$ cat src/hdl/xtea_pkg.sv
// Shared types, constants and the round mixing function for the chained-key XTEA block.
// No dependencies; imported by every module under hdl.

package xtea_pkg;

    localparam logic [31:0] DELTA         = 32'h9E37_79B9;
    localparam int          WORD_W        = 32;
    localparam int          KEY_WORDS     = 4;
    localparam int          ROUND_W       = 7;
    localparam int          XOR_W         = 8;
    localparam int          CFG_IDX_W     = 3;
    localparam int          HALF_W        = ROUND_W + 1;
    localparam logic [ROUND_W-1:0] RESET_ROUNDS = 7'd32;
    localparam logic [WORD_W-1:0]  RESET_DEC_SUM = 32'hC6EF_3720;

    typedef enum logic [CFG_IDX_W-1:0] {
        CFG_KEY0   = 3'd0,
        CFG_KEY1   = 3'd1,
        CFG_KEY2   = 3'd2,
        CFG_KEY3   = 3'd3,
        CFG_XOR    = 3'd4,
        CFG_ROUNDS = 3'd5
    } t_cfg_idx;

    typedef enum logic [1:0] {
        ST_IDLE,
        ST_RUN,
        ST_FIN
    } t_state;

    typedef struct packed {
        logic              action;
        logic [WORD_W-1:0] word_first;
        logic [WORD_W-1:0] word_second;
    } t_in;

    typedef struct packed {
        logic [WORD_W-1:0] out_first;
        logic [WORD_W-1:0] out_second;
    } t_out;

    typedef struct packed {
        logic load;
        logic step;
        logic phase;
        logic finish;
    } t_dp_cmd;

    typedef struct packed {
        logic [ROUND_W-1:0] round_count;
    } t_dp_stat;

    function automatic logic [WORD_W-1:0] mix(input logic [WORD_W-1:0] v);
        mix = ((v << 4) ^ (v >> 5)) + v;
    endfunction

endpackage

$ cat src/hdl/xtea_dp.sv
// Datapath: configuration registers, working key, block words and one shared half-round unit.
// Depends on xtea_pkg; driven by commands from xtea_ctrl.

module xtea_dp (
    input  logic                         i_clk,
    input  logic                         i_rst_n,
    input  logic                         i_cfg_valid,
    input  logic [xtea_pkg::CFG_IDX_W-1:0] i_cfg_index,
    input  logic [xtea_pkg::WORD_W-1:0]  i_cfg_data,
    input  xtea_pkg::t_in                i_in_data,
    input  xtea_pkg::t_dp_cmd            i_cmd,
    output xtea_pkg::t_dp_stat           o_stat,
    output xtea_pkg::t_out               o_out_data
);
    import xtea_pkg::*;

    logic [WORD_W-1:0]  r_cfg_key [KEY_WORDS];
    logic [WORD_W-1:0]  n_cfg_key [KEY_WORDS];
    logic [XOR_W-1:0]   r_xor, n_xor;
    logic [ROUND_W-1:0] r_rounds;
    logic [WORD_W-1:0]  r_dec_sum;
    logic [WORD_W-1:0]  r_wkey [KEY_WORDS];
    logic               r_enc;
    logic [WORD_W-1:0]  r_v0, r_v1, r_in0, r_in1, r_sum;
    t_out               r_out;

    logic               reload;
    logic [WORD_W-1:0]  rep;
    logic               src_v1;
    logic [WORD_W-1:0]  src, tgt, f, tgt_new;
    logic [1:0]         kidx;
    logic [WORD_W-1:0]  c0, c1;

    always_comb begin
        for (int k = 0; k < KEY_WORDS; k++) begin
            n_cfg_key[k] = r_cfg_key[k];
        end
        n_xor  = r_xor;
        reload = 1'b0;
        if (i_cfg_valid) begin
            unique case (i_cfg_index)
                CFG_KEY0, CFG_KEY1, CFG_KEY2, CFG_KEY3: begin
                    n_cfg_key[i_cfg_index[1:0]] = i_cfg_data;
                    reload = 1'b1;
                end
                CFG_XOR: begin
                    n_xor  = i_cfg_data[XOR_W-1:0];
                    reload = 1'b1;
                end
                default: begin
                    reload = 1'b0;
                end
            endcase
        end
        rep = {KEY_WORDS{n_xor}};
    end

    always_comb begin
        src_v1  = r_enc ^ i_cmd.phase;
        src     = src_v1 ? r_v1 : r_v0;
        tgt     = src_v1 ? r_v0 : r_v1;
        kidx    = src_v1 ? r_sum[1:0] : r_sum[12:11];
        f       = mix(src) ^ (r_sum + r_wkey[kidx]);
        tgt_new = r_enc ? tgt + f : tgt - f;
        c0      = r_enc ? r_v0 : r_in0;
        c1      = r_enc ? r_v1 : r_in1;
    end

    always_ff @(posedge i_clk) begin
        if (!i_rst_n) begin
            for (int k = 0; k < KEY_WORDS; k++) begin
                r_cfg_key[k] <= '0;
                r_wkey[k]    <= '0;
            end
            r_xor     <= '0;
            r_rounds  <= RESET_ROUNDS;
            r_dec_sum <= RESET_DEC_SUM;
        end else begin
            for (int k = 0; k < KEY_WORDS; k++) begin
                r_cfg_key[k] <= n_cfg_key[k];
            end
            r_xor <= n_xor;
            if (i_cfg_valid && i_cfg_index == CFG_ROUNDS) begin
                r_rounds  <= i_cfg_data[ROUND_W-1:0];
                r_dec_sum <= WORD_W'(DELTA * i_cfg_data[ROUND_W-1:0]);
            end
            if (reload) begin
                for (int k = 0; k < KEY_WORDS; k++) begin
                    r_wkey[k] <= n_cfg_key[k] ^ rep;
                end
            end else if (i_cmd.finish) begin
                r_wkey[0] <= r_wkey[0] ^ c0;
                r_wkey[1] <= r_wkey[1] ^ c1;
                r_wkey[2] <= r_wkey[2] ^ c0;
                r_wkey[3] <= r_wkey[3] ^ c1;
            end
        end
    end

    always_ff @(posedge i_clk) begin
        if (i_cmd.load) begin
            r_enc <= i_in_data.action;
            r_v0  <= i_in_data.word_first;
            r_v1  <= i_in_data.word_second;
            r_in0 <= i_in_data.word_first;
            r_in1 <= i_in_data.word_second;
            r_sum <= i_in_data.action ? '0 : r_dec_sum;
        end else if (i_cmd.step) begin
            if (src_v1) begin
                r_v0 <= tgt_new;
            end else begin
                r_v1 <= tgt_new;
            end
            if (!i_cmd.phase) begin
                r_sum <= r_enc ? r_sum + DELTA : r_sum - DELTA;
            end
        end
        if (i_cmd.finish) begin
            r_out.out_first  <= r_v0;
            r_out.out_second <= r_v1;
        end
    end

    assign o_stat.round_count = r_rounds;
    assign o_out_data         = r_out;

endmodule

$ cat src/hdl/xtea_ctrl.sv
// Controller: sequences load, half-round steps and finish, and owns the result valid flag.
// Depends on xtea_pkg; commands xtea_dp.

module xtea_ctrl (
    input  logic               i_clk,
    input  logic               i_rst_n,
    input  logic               i_in_valid,
    output logic               o_in_stall,
    output logic               o_out_valid,
    input  logic               i_out_stall,
    input  xtea_pkg::t_dp_stat i_stat,
    output xtea_pkg::t_dp_cmd  o_cmd
);
    import xtea_pkg::*;

    t_state             r_state, n_state;
    logic [HALF_W-1:0]  r_cnt, n_cnt;
    logic               r_out_valid, n_out_valid;
    logic               slot_free;

    always_ff @(posedge i_clk) begin
        if (!i_rst_n) begin
            r_state     <= ST_IDLE;
            r_cnt       <= '0;
            r_out_valid <= 1'b0;
        end else begin
            r_state     <= n_state;
            r_cnt       <= n_cnt;
            r_out_valid <= n_out_valid;
        end
    end

    always_comb begin
        n_state     = r_state;
        n_cnt       = r_cnt;
        o_cmd       = '0;
        slot_free   = !r_out_valid || !i_out_stall;
        n_out_valid = r_out_valid && i_out_stall;
        o_in_stall  = (r_state != ST_IDLE);
        o_cmd.phase = r_cnt[0];
        unique case (r_state)
            ST_IDLE: begin
                if (i_in_valid) begin
                    o_cmd.load = 1'b1;
                    n_cnt      = {i_stat.round_count, 1'b0};
                    n_state    = (i_stat.round_count == '0) ? ST_FIN : ST_RUN;
                end
            end
            ST_RUN: begin
                o_cmd.step = 1'b1;
                n_cnt      = r_cnt - HALF_W'(1);
                if (r_cnt == HALF_W'(1)) begin
                    n_state = ST_FIN;
                end
            end
            ST_FIN: begin
                if (slot_free) begin
                    o_cmd.finish = 1'b1;
                    n_out_valid  = 1'b1;
                    n_state      = ST_IDLE;
                end
            end
            default: begin
                n_state = ST_IDLE;
            end
        endcase
    end

    assign o_out_valid = r_out_valid;

    a_finish_slot: assert property (@(posedge i_clk) disable iff (!i_rst_n)
        o_cmd.finish |-> (!r_out_valid || !i_out_stall))
        else $error("finish overwrote a pending result");

    a_finish_valid: assert property (@(posedge i_clk) disable iff (!i_rst_n)
        o_cmd.finish |=> r_out_valid)
        else $error("finish did not raise result valid");

    a_run_count: assert property (@(posedge i_clk) disable iff (!i_rst_n)
        (r_state == ST_RUN) |-> (r_cnt != '0))
        else $error("running with no half-rounds left");

    a_load_busy: assert property (@(posedge i_clk) disable iff (!i_rst_n)
        o_cmd.load |=> o_in_stall)
        else $error("input not stalled after load");

endmodule

$ cat src/hdl/xtea_chained_key_cipher.sv
// Top level of the chained-key XTEA cipher: joins xtea_ctrl and xtea_dp.
// Depends on xtea_pkg, xtea_ctrl, xtea_dp.
// A request is loaded, runs its half-round steps (R = round_count; R=0 runs none), and then finishes.
// The single shared half-round adder unit serves one block at a time; no new request is taken until it finishes.
// A new request is taken while a finished result still waits downstream.
// Reset (synchronous, active low): zero key and XOR byte, 32 rounds, working key zero.

module xtea_chained_key_cipher (
    input  logic                           i_clk,
    input  logic                           i_rst_n,
    input  logic                           i_in_valid,
    output logic                           o_in_stall,
    input  xtea_pkg::t_in                  i_in_data,
    output logic                           o_out_valid,
    input  logic                           i_out_stall,
    output xtea_pkg::t_out                 o_out_data,
    input  logic                           i_cfg_valid,
    output logic                           o_cfg_ready,
    input  logic [xtea_pkg::CFG_IDX_W-1:0] i_cfg_index,
    input  logic [xtea_pkg::WORD_W-1:0]    i_cfg_data
);
    import xtea_pkg::*;

    t_dp_cmd  cmd;
    t_dp_stat stat;

    assign o_cfg_ready = 1'b1;

    xtea_ctrl u_ctrl (
        .i_clk      (i_clk),
        .i_rst_n    (i_rst_n),
        .i_in_valid (i_in_valid),
        .o_in_stall (o_in_stall),
        .o_out_valid(o_out_valid),
        .i_out_stall(i_out_stall),
        .i_stat     (stat),
        .o_cmd      (cmd)
    );

    xtea_dp u_dp (
        .i_clk      (i_clk),
        .i_rst_n    (i_rst_n),
        .i_cfg_valid(i_cfg_valid),
        .i_cfg_index(i_cfg_index),
        .i_cfg_data (i_cfg_data),
        .i_in_data  (i_in_data),
        .i_cmd      (cmd),
        .o_stat     (stat),
        .o_out_data (o_out_data)
    );

endmodule

$ cat config.mk
export PLATFORM = sky130hd
export DESIGN_NAME = xtea_chained_key_cipher
export DESIGN_NICKNAME = d
export VERILOG_FILES = /design/src/hdl/xtea_pkg.sv /design/src/hdl/xtea_dp.sv /design/src/hdl/xtea_ctrl.sv /design/src/hdl/xtea_chained_key_cipher.sv
export SDC_FILE = /design/constraint.sdc
export NUM_CORES = 1
export LEC_CHECK = 0
export BUFFER_PORTS_ARGS = -buffer_cell sky130_fd_sc_hd__buf_2
export CAP_MARGIN = 40
export CORE_ASPECT_RATIO = 1.4
export CORE_MARGIN = 5
export CORE_UTILIZATION = 36
export DETAILED_ROUTE_END_ITERATION = 8
export GPL_ROUTABILITY_DRIVEN = 0
export GPL_TIMING_DRIVEN = 0
export PLACE_DENSITY = 0.54
export SYNTH_ARGS = -nofsm -noshare
export SYNTH_HDL_FRONTEND = slang
export SYNTH_SLANG_ARGS = --single-unit
export TNS_END_PERCENT = 50
$ cat constraint.sdc
create_clock -name i_clk -period 20.4 [get_ports i_clk]
set_clock_uncertainty 0.1 [all_clocks]
set_input_delay 2.04 -clock i_clk [delete_from_list [all_inputs] [get_ports i_clk]]
set_output_delay 2.04 -clock i_clk [all_outputs]
set_load 0.03 [all_outputs]
# After elaboration in Yosys (flattened, before gate mapping)
# Memories as Yosys holds them, arrays and structs flattened.
# Cells that the tools add are included.
# totals
in_bits,105
rom_bits,0
latch_bits,0
n_memories,2
word_cells,144
out_inout_bits,67
mem_bits_rw,256
regBits,283
# op_classes
n_addsub,7
shifts,0
magnitude_cmp,2
bitwise,24
div_mod_pow,0
n_eq_ne,13
reduce_logical,20
n_mul,1
n_mux,61
# mem_list
name,depth,width,rd,rd_clocked_by_memory_dff,write_ports,line_no,rtl
u_dp.r_cfg_key,4,32,4,0,4,xtea_dp.sv:17,logic [WORD_W-1:0] r_cfg_key [KEY_WORDS];
u_dp.r_wkey,4,32,5,0,4,xtea_dp.sv:22,logic [WORD_W-1:0] r_wkey [KEY_WORDS];
# op_table
operator,count
32-bit 2-to-1 mux,29
32-bit XOR,9
128-bit 2-to-1 mux,2
128-bit bitwise mux,1
32-bit adder,3
32-bit demux with 2-bit select,1
32-bit adder (second input constant),1
32-bit by 7-bit multiplier with 32-bit output (first input constant),1
32-bit subtractor,1
32-bit subtractor (second input constant),1
32-bit by 27-bit XOR with 32-bit output,1
8-bit 2-to-1 mux,3
1-bit 2-to-1 mux,18
8-bit one-hot mux with 2 select lines,1
1-bit OR,12
2-bit 2-to-1 mux,5
8-bit by 1-bit equality test with 1-bit output (second input constant),1
2-bit AND reduction,4
2-bit nonzero test,4
8-bit by 1-bit subtractor with 8-bit output (second input constant),1
7-bit logical NOT,1
3-bit by 2-bit equality test with 1-bit output (second input constant),2
3-bit equality test (second input constant),2
2-bit inequality test (second input constant),3
other kinds (17),21

# Longest topological paths before layout
# depth
depth_word,11
depth_mapped,31

# By module
# A second synthesis with hierarchy kept.
# hier_totals
hier_cells,3190
hier_area_um2,34194.0
# modules_own_cells
module,cells_each,n_inst,area_per_inst_um2
xtea_dp,3109,1,33525.9
xtea_ctrl,79,1,656.9
xtea_chained_key_cipher,2,1,11.3

# Least setup slack after synthesis
# No wires, ideal clock.
# synth_path
kind,reg2reg
startpoint,register u_dp.r_enc
endpoint,register u_dp.r_v0[30] (data pin)
path_buffers,2
slack_ps,12231
arrival_ps,7815
period_less_slack_ps,8169
setup_ps,254
stages_incl_launch_ff,30
cell_sequence,edfxtp_1 clkbuf_1 xor2_1 mux2i_1 clkbuf_1 mux4_2 ha_1 fa_1 nand3_1 a211oi_2 or2_4 a21o_4 a21boi_2 xnor2_2 xnor2_1 or4_4 nor3b_1 a21oi_1 xnor2_1 ha_1 a21o_1 a21o_1 a21oi_1 o21ai_0 nor2_1 o21ai_0 a221oi_1 nor4b_1 or3b_2 a21o_1
# synth_between
elab_chain_len,10
elab_cells_between_ends,15
# synth_lines
item,line_no,rtl
from (decl),xtea_dp.sv:23,logic r_enc;
from (signal assigned),xtea_dp.sv:102,r_enc <= i_in_data.action;
1-bit XOR,xtea_dp.sv:59,src_v1 = r_enc ^ i_cmd.phase;
2-bit 2-to-1 mux / 32-bit 2-to-1 mux (equally long branches),"xtea_dp.sv:62, xtea_dp.sv:60",
memory read 4 x 32 bit / 32-bit by 27-bit XOR with 32-bit output (equally long branches),--,
32-bit adder (on tied branches),"xtea_dp.sv:63, xtea_pkg.sv:54",
32-bit XOR,xtea_dp.sv:63,f = mix(src) ^ (r_sum + r_wkey[kidx]);
32-bit subtractor / 32-bit adder (equally long branches),xtea_dp.sv:64,tgt_new = r_enc ? tgt + f : tgt - f;
32-bit 2-to-1 mux *,xtea_dp.sv:64,
32-bit 2-to-1 mux *,xtea_dp.sv:109,if (src_v1) begin
32-bit 2-to-1 mux *,xtea_dp.sv:108,end else if (i_cmd.step) begin
32-bit 2-to-1 mux *,xtea_dp.sv:101,if (i_cmd.load) begin
to (signal assigned),xtea_dp.sv:103,r_v0 <= i_in_data.word_first;
to (signal assigned),xtea_dp.sv:110,r_v0 <= tgt_new;
to (decl),xtea_dp.sv:24,"logic [WORD_W-1:0] r_v0, r_v1, r_in0, r_in1, r_sum;"
# Mark *: on every way between the ends. The rest lies on a longest branch, timed or not. The select of a mux whose other input is x is not followed.
# A chain may end at the register's enable or synchronous reset.

# Final worst setup path
# layout_path
startpoint,register u_dp.r_enc
endpoint,register u_dp.r_v1[30] (data pin)
# layout_between
elab_chain_len,10
elab_cells_between_ends,15
# layout_lines
item,line_no,rtl
1-bit XOR,xtea_dp.sv:59,
2-bit 2-to-1 mux / 32-bit 2-to-1 mux (equally long branches),"xtea_dp.sv:62, xtea_dp.sv:60",
memory read 4 x 32 bit / 32-bit by 27-bit XOR with 32-bit output (equally long branches),--,
32-bit adder (on tied branches),"xtea_dp.sv:63, xtea_pkg.sv:54",
32-bit XOR,xtea_dp.sv:63,
32-bit subtractor / 32-bit adder (equally long branches),xtea_dp.sv:64,
32-bit 2-to-1 mux *,xtea_dp.sv:64,
32-bit 2-to-1 mux *,xtea_dp.sv:109,
32-bit 2-to-1 mux *,xtea_dp.sv:108,
32-bit 2-to-1 mux *,xtea_dp.sv:101,
to (signal assigned),xtea_dp.sv:104,r_v1 <= i_in_data.word_second;
to (signal assigned),xtea_dp.sv:112,r_v1 <= tgt_new;
to (decl),xtea_dp.sv:24,
# Marks and branches as above.

==> key figures <==
Synth
  • Synthesized cell area: 33,700 µm²
  • Post-synth EDFFs: 353
  • Area share of the largest cell type after synthesis: 31.5%
  • Post-Syn Instances: 3,164
  • Register bit total from synthesis: 536
  • Post-synth top flop: edfxtp_1
  • Sequential area share after synthesis: 42.4%
  • Async SR Flop Fraction: 0%
  • Yosys warning count: 0
  • Top post-synthesis cells by area: edfxtp_1 31%, dfxtp_1 11%, ha_1 7.3%, xnor2_1 7.2%, mux2i_1 6.4%
  • Synthesized Nets: 3,514
  • Mean area per synthesized cell: 10.6 µm²
  • Largest area contributor in the netlist: edfxtp_1
  • Top-count cell post-synth: edfxtp_1
  • Synth cell count leaders: 353 x edfxtp_1, 275 x xnor2_1, 247 x nor2_1, 217 x mux2i_1, 204 x nand2_1
  • Yosys cell types: 88

Worst setup path
  • Crit. End Element: flop
  • Critical Path AT: 10.78 ns
  • Largest fanout on the critical path: 19
  • Startpoint Class: flop
  • CP Class: reg -> reg
  • Data required, critical path: 20.70 ns
  • Setup slack, reg-to-reg: 9.92 ns
  • Critical-path top delay cell: edfxtp_1
  • Worst path max stage delay: 0.92 ns
  • Reg-to-reg startpoint: u_dp.r_enc
  • Most used cell, CP: a21o_1
  • Worst reg-to-reg path cell count: 29
  • Reg-to-reg endpoint: u_dp.r_v1[30]

Clock network
  • TritonCTS clock tree: done
  • # clock sinks: 536
  • CTS H-tree lvls: 2
  • CTS buffer count: 54
  • PostCTS Resize Cnt: 0
  • Worst-Skew Late Latency: 0.69 ns
  • Worst-path clk slew: 0.07 ns
  • Post-CTS Setup Repair Bufs: 0
  • Root buf cell: clkbuf_16
  • Clock buffer depth: 3
  • # hold bufs at CTS: 0

Timing
  • FMAX: 95.4 MHz
  • Slew headroom: 32.3%
  • Period utilization: 51.4%
  • Endpoints failing hold: 0
  • Count of final setup violators: 0
  • Total negative slack: 0 ns
  • Worst-margin pin slew: 1.01 ns
  • Slew Limit Fails: 0
  • RSZ-0062 raised after global routing: false
  • Minimum clock period: 10.48 ns

Final layout
  • Share of cells above drive strength 1: 12.8%
  • Final nets: 3,803
  • Area growth syn-to-layout: 14.9%
  • Filler cell count: 9,072

Worst hold path
  • Hold path cells: 2
  • Hold Path Class: reg -> reg
  • Hold Path Sink: u_dp.r_dec_sum[20]
  • Hold path start: u_dp.r_dec_sum[20]

Route
  • M1 WL: 48.7 mm
  • DR pass1 iterations: 5
  • Via-to-Cell Ratio: 5.41
  • Vias: 25,457
  • Drt drc: 0
  • Final ANT Viol Nets: 0
  • Number of DRC markers in iteration 0: 2,394
  • Total length of routed met2 wires: 56.7 mm
  • DRT Wirelength: 117 mm
  • Max Used Layer: met5
  • WL met3: 5.78 mm
  • Drt wl/cell: 24.8 µm

GRT
  • Largest net degree at the start of global routing: 52
  • Global-route wire length before repair: 168 mm
  • All-Layer GR Usage: 22.6%
  • Initial antenna violation count: 8
  • GR Overflow Total: 0
  • Vias in the first global route: 25,213

Floorplan
  • I/O pin count: 172
  • Core box area: 92,700 µm²
  • DIE AREA: 99,900 µm²
  • Starting density of the core: 36.3%
  • # rows: 132
  • Die X-Extent: 269 µm
  • Die H: 372 µm

Status
  • Status: completed

Run
  • Max-cap viol count: 0

Placement
  • Quantity of I/O buffers inserted on ports: 168
  • Post-detail-place hpwl: 94.8 mm
## final cells by class
class	count	area, µm²	share of cell area [%]
multi-input cells	2354	18400	47.6
flip-flops and latches	536	14300	36.8
repair buffers	233	1700	4.39
well taps	1206	1510	3.90
clock buffers	70	1460	3.78
plain buffers	135	523	1.35
inverters	139	522	1.35
clock inverters	31	295	0.763
diodes	4	10.0	0.0259
## worst max-delay path: cells and delay by family (launching register included)
family / cells / cell delay (ns)
compound gates: 9 / 2.43
fa+ha+maj: 3 / 1.13
xor+xnor: 3 / 0.89
buf+inv: 5 / 1.97
simple gates: 8 / 2.38
mux: 1 / 0.40
flops: 1 / 0.92
## metal layers
layer	global-route usage [%]	vias to the layer above
met3	2.94	201
met1	28.5	12449
met5	0	-
met2	39.3	789
met4	9.10	6
li1	-	12012
## worst max path at each step
| stage | from | endpoint | slack [ns] | cells after the start |
|---|---|---|---|---|
| global placement | u_dp.r_enc | u_dp.r_v0[30] | 9.47 | 28 |
| floorplan | u_dp.r_enc | u_dp.r_v0[30] | 12.23 | 29 |
| finish | u_dp.r_enc | u_dp.r_v1[30] | 9.92 | 29 |
| CTS | u_dp.r_enc | u_dp.r_v1[31] | 10.12 | 28 |
| detailed placement | u_dp.r_enc | u_dp.r_v0[31] | 10.16 | 28 |
| global route | u_dp.r_enc | u_dp.r_v1[31] | 9.58 | 29 |
## metrics by stage
stage / instance area [µm²] / util, % / setup slack (ns) / hold slack [ns] / std cells
after floorplan: 33700 / - / 12.23 / 0.332 / 3164
after global placement: 36000 / 38.9 / 9.47 / 0.342 / 4538
after detailed placement: 36900 / 39.9 / 10.16 / 0.347 / 4602
after CTS: 38700 / 41.8 / 10.12 / 0.357 / 4703
after global routing: 38700 / 41.8 / 9.58 / 0.383 / 4706
final: 38700 / 41.8 / 9.92 / 0.354 / 4708
## kinds of logic (layout without fill, tap and decap cells)
| kind of cell | Yosys count | in the layout | share of synthesized area (%) |
|---|---|---|---|
| xor+xnor | 480 | 480 | 12.6 |
| buf+inv | 274 | 608 | 3.09 |
| mux | 297 | 297 | 10.2 |
| fa+ha+maj | 245 | 245 | 10.2 |
| other cells | 1 | 5 | 0.0111 |
| simple gates | 666 | 666 | 8.92 |
| compound gates | 665 | 665 | 12.6 |
| flops | 536 | 536 | 42.4 |
## flip-flops by register name (all words and copies together) (netlist names)
| signal | cells |
|---|---|
| u_dp.r_dec_sum | 32 |
| u_dp.r_v0 | 32 |
| u_dp.r_xor | 8 |
| u_dp.r_in1 | 32 |
| u_dp.o_out_data | 64 |
| u_dp.r_wkey | 128 |
| u_dp.r_v1 | 32 |
| u_dp.o_stat | 4 |
| u_ctrl.o_out_valid | 1 |
| u_dp.r_in0 | 32 |
| u_dp.r_sum | 32 |
| u_ctrl.r_cnt | 8 |
| u_dp.r_cfg_key | 128 |
| u_dp.r_enc | 1 |
| u_ctrl.r_state | 2 |
## placed cells by master, fill, tap and decap left out, drive strengths merged, types with 6 or more instances in the layout
cell	n
mux2	48
nor3b	6
inv	142
ha	196
nor3	26
o31ai	9
o22ai	132
o211ai	23
and2	8
a21oi	173
xor2	201
nand2	205
fa	49
nand3	72
mux4	32
buf	262
nor2b	12
nand2b	17
nor4	6
o21ai	103
and3	15
mux2i	217
xnor2	277
clkbuf	176
a31oi	23
a211oi	21
a211o	8
nand4	15
or3	7
clkinv	21
or2	7
nor2	247
edfxtp	353
o21bai	25
a21o	92
dfxtp	183
o21a	14
Power is not shown: default switching activity piles up to over one toggle a cycle in this logic, so the estimate is an artifact.
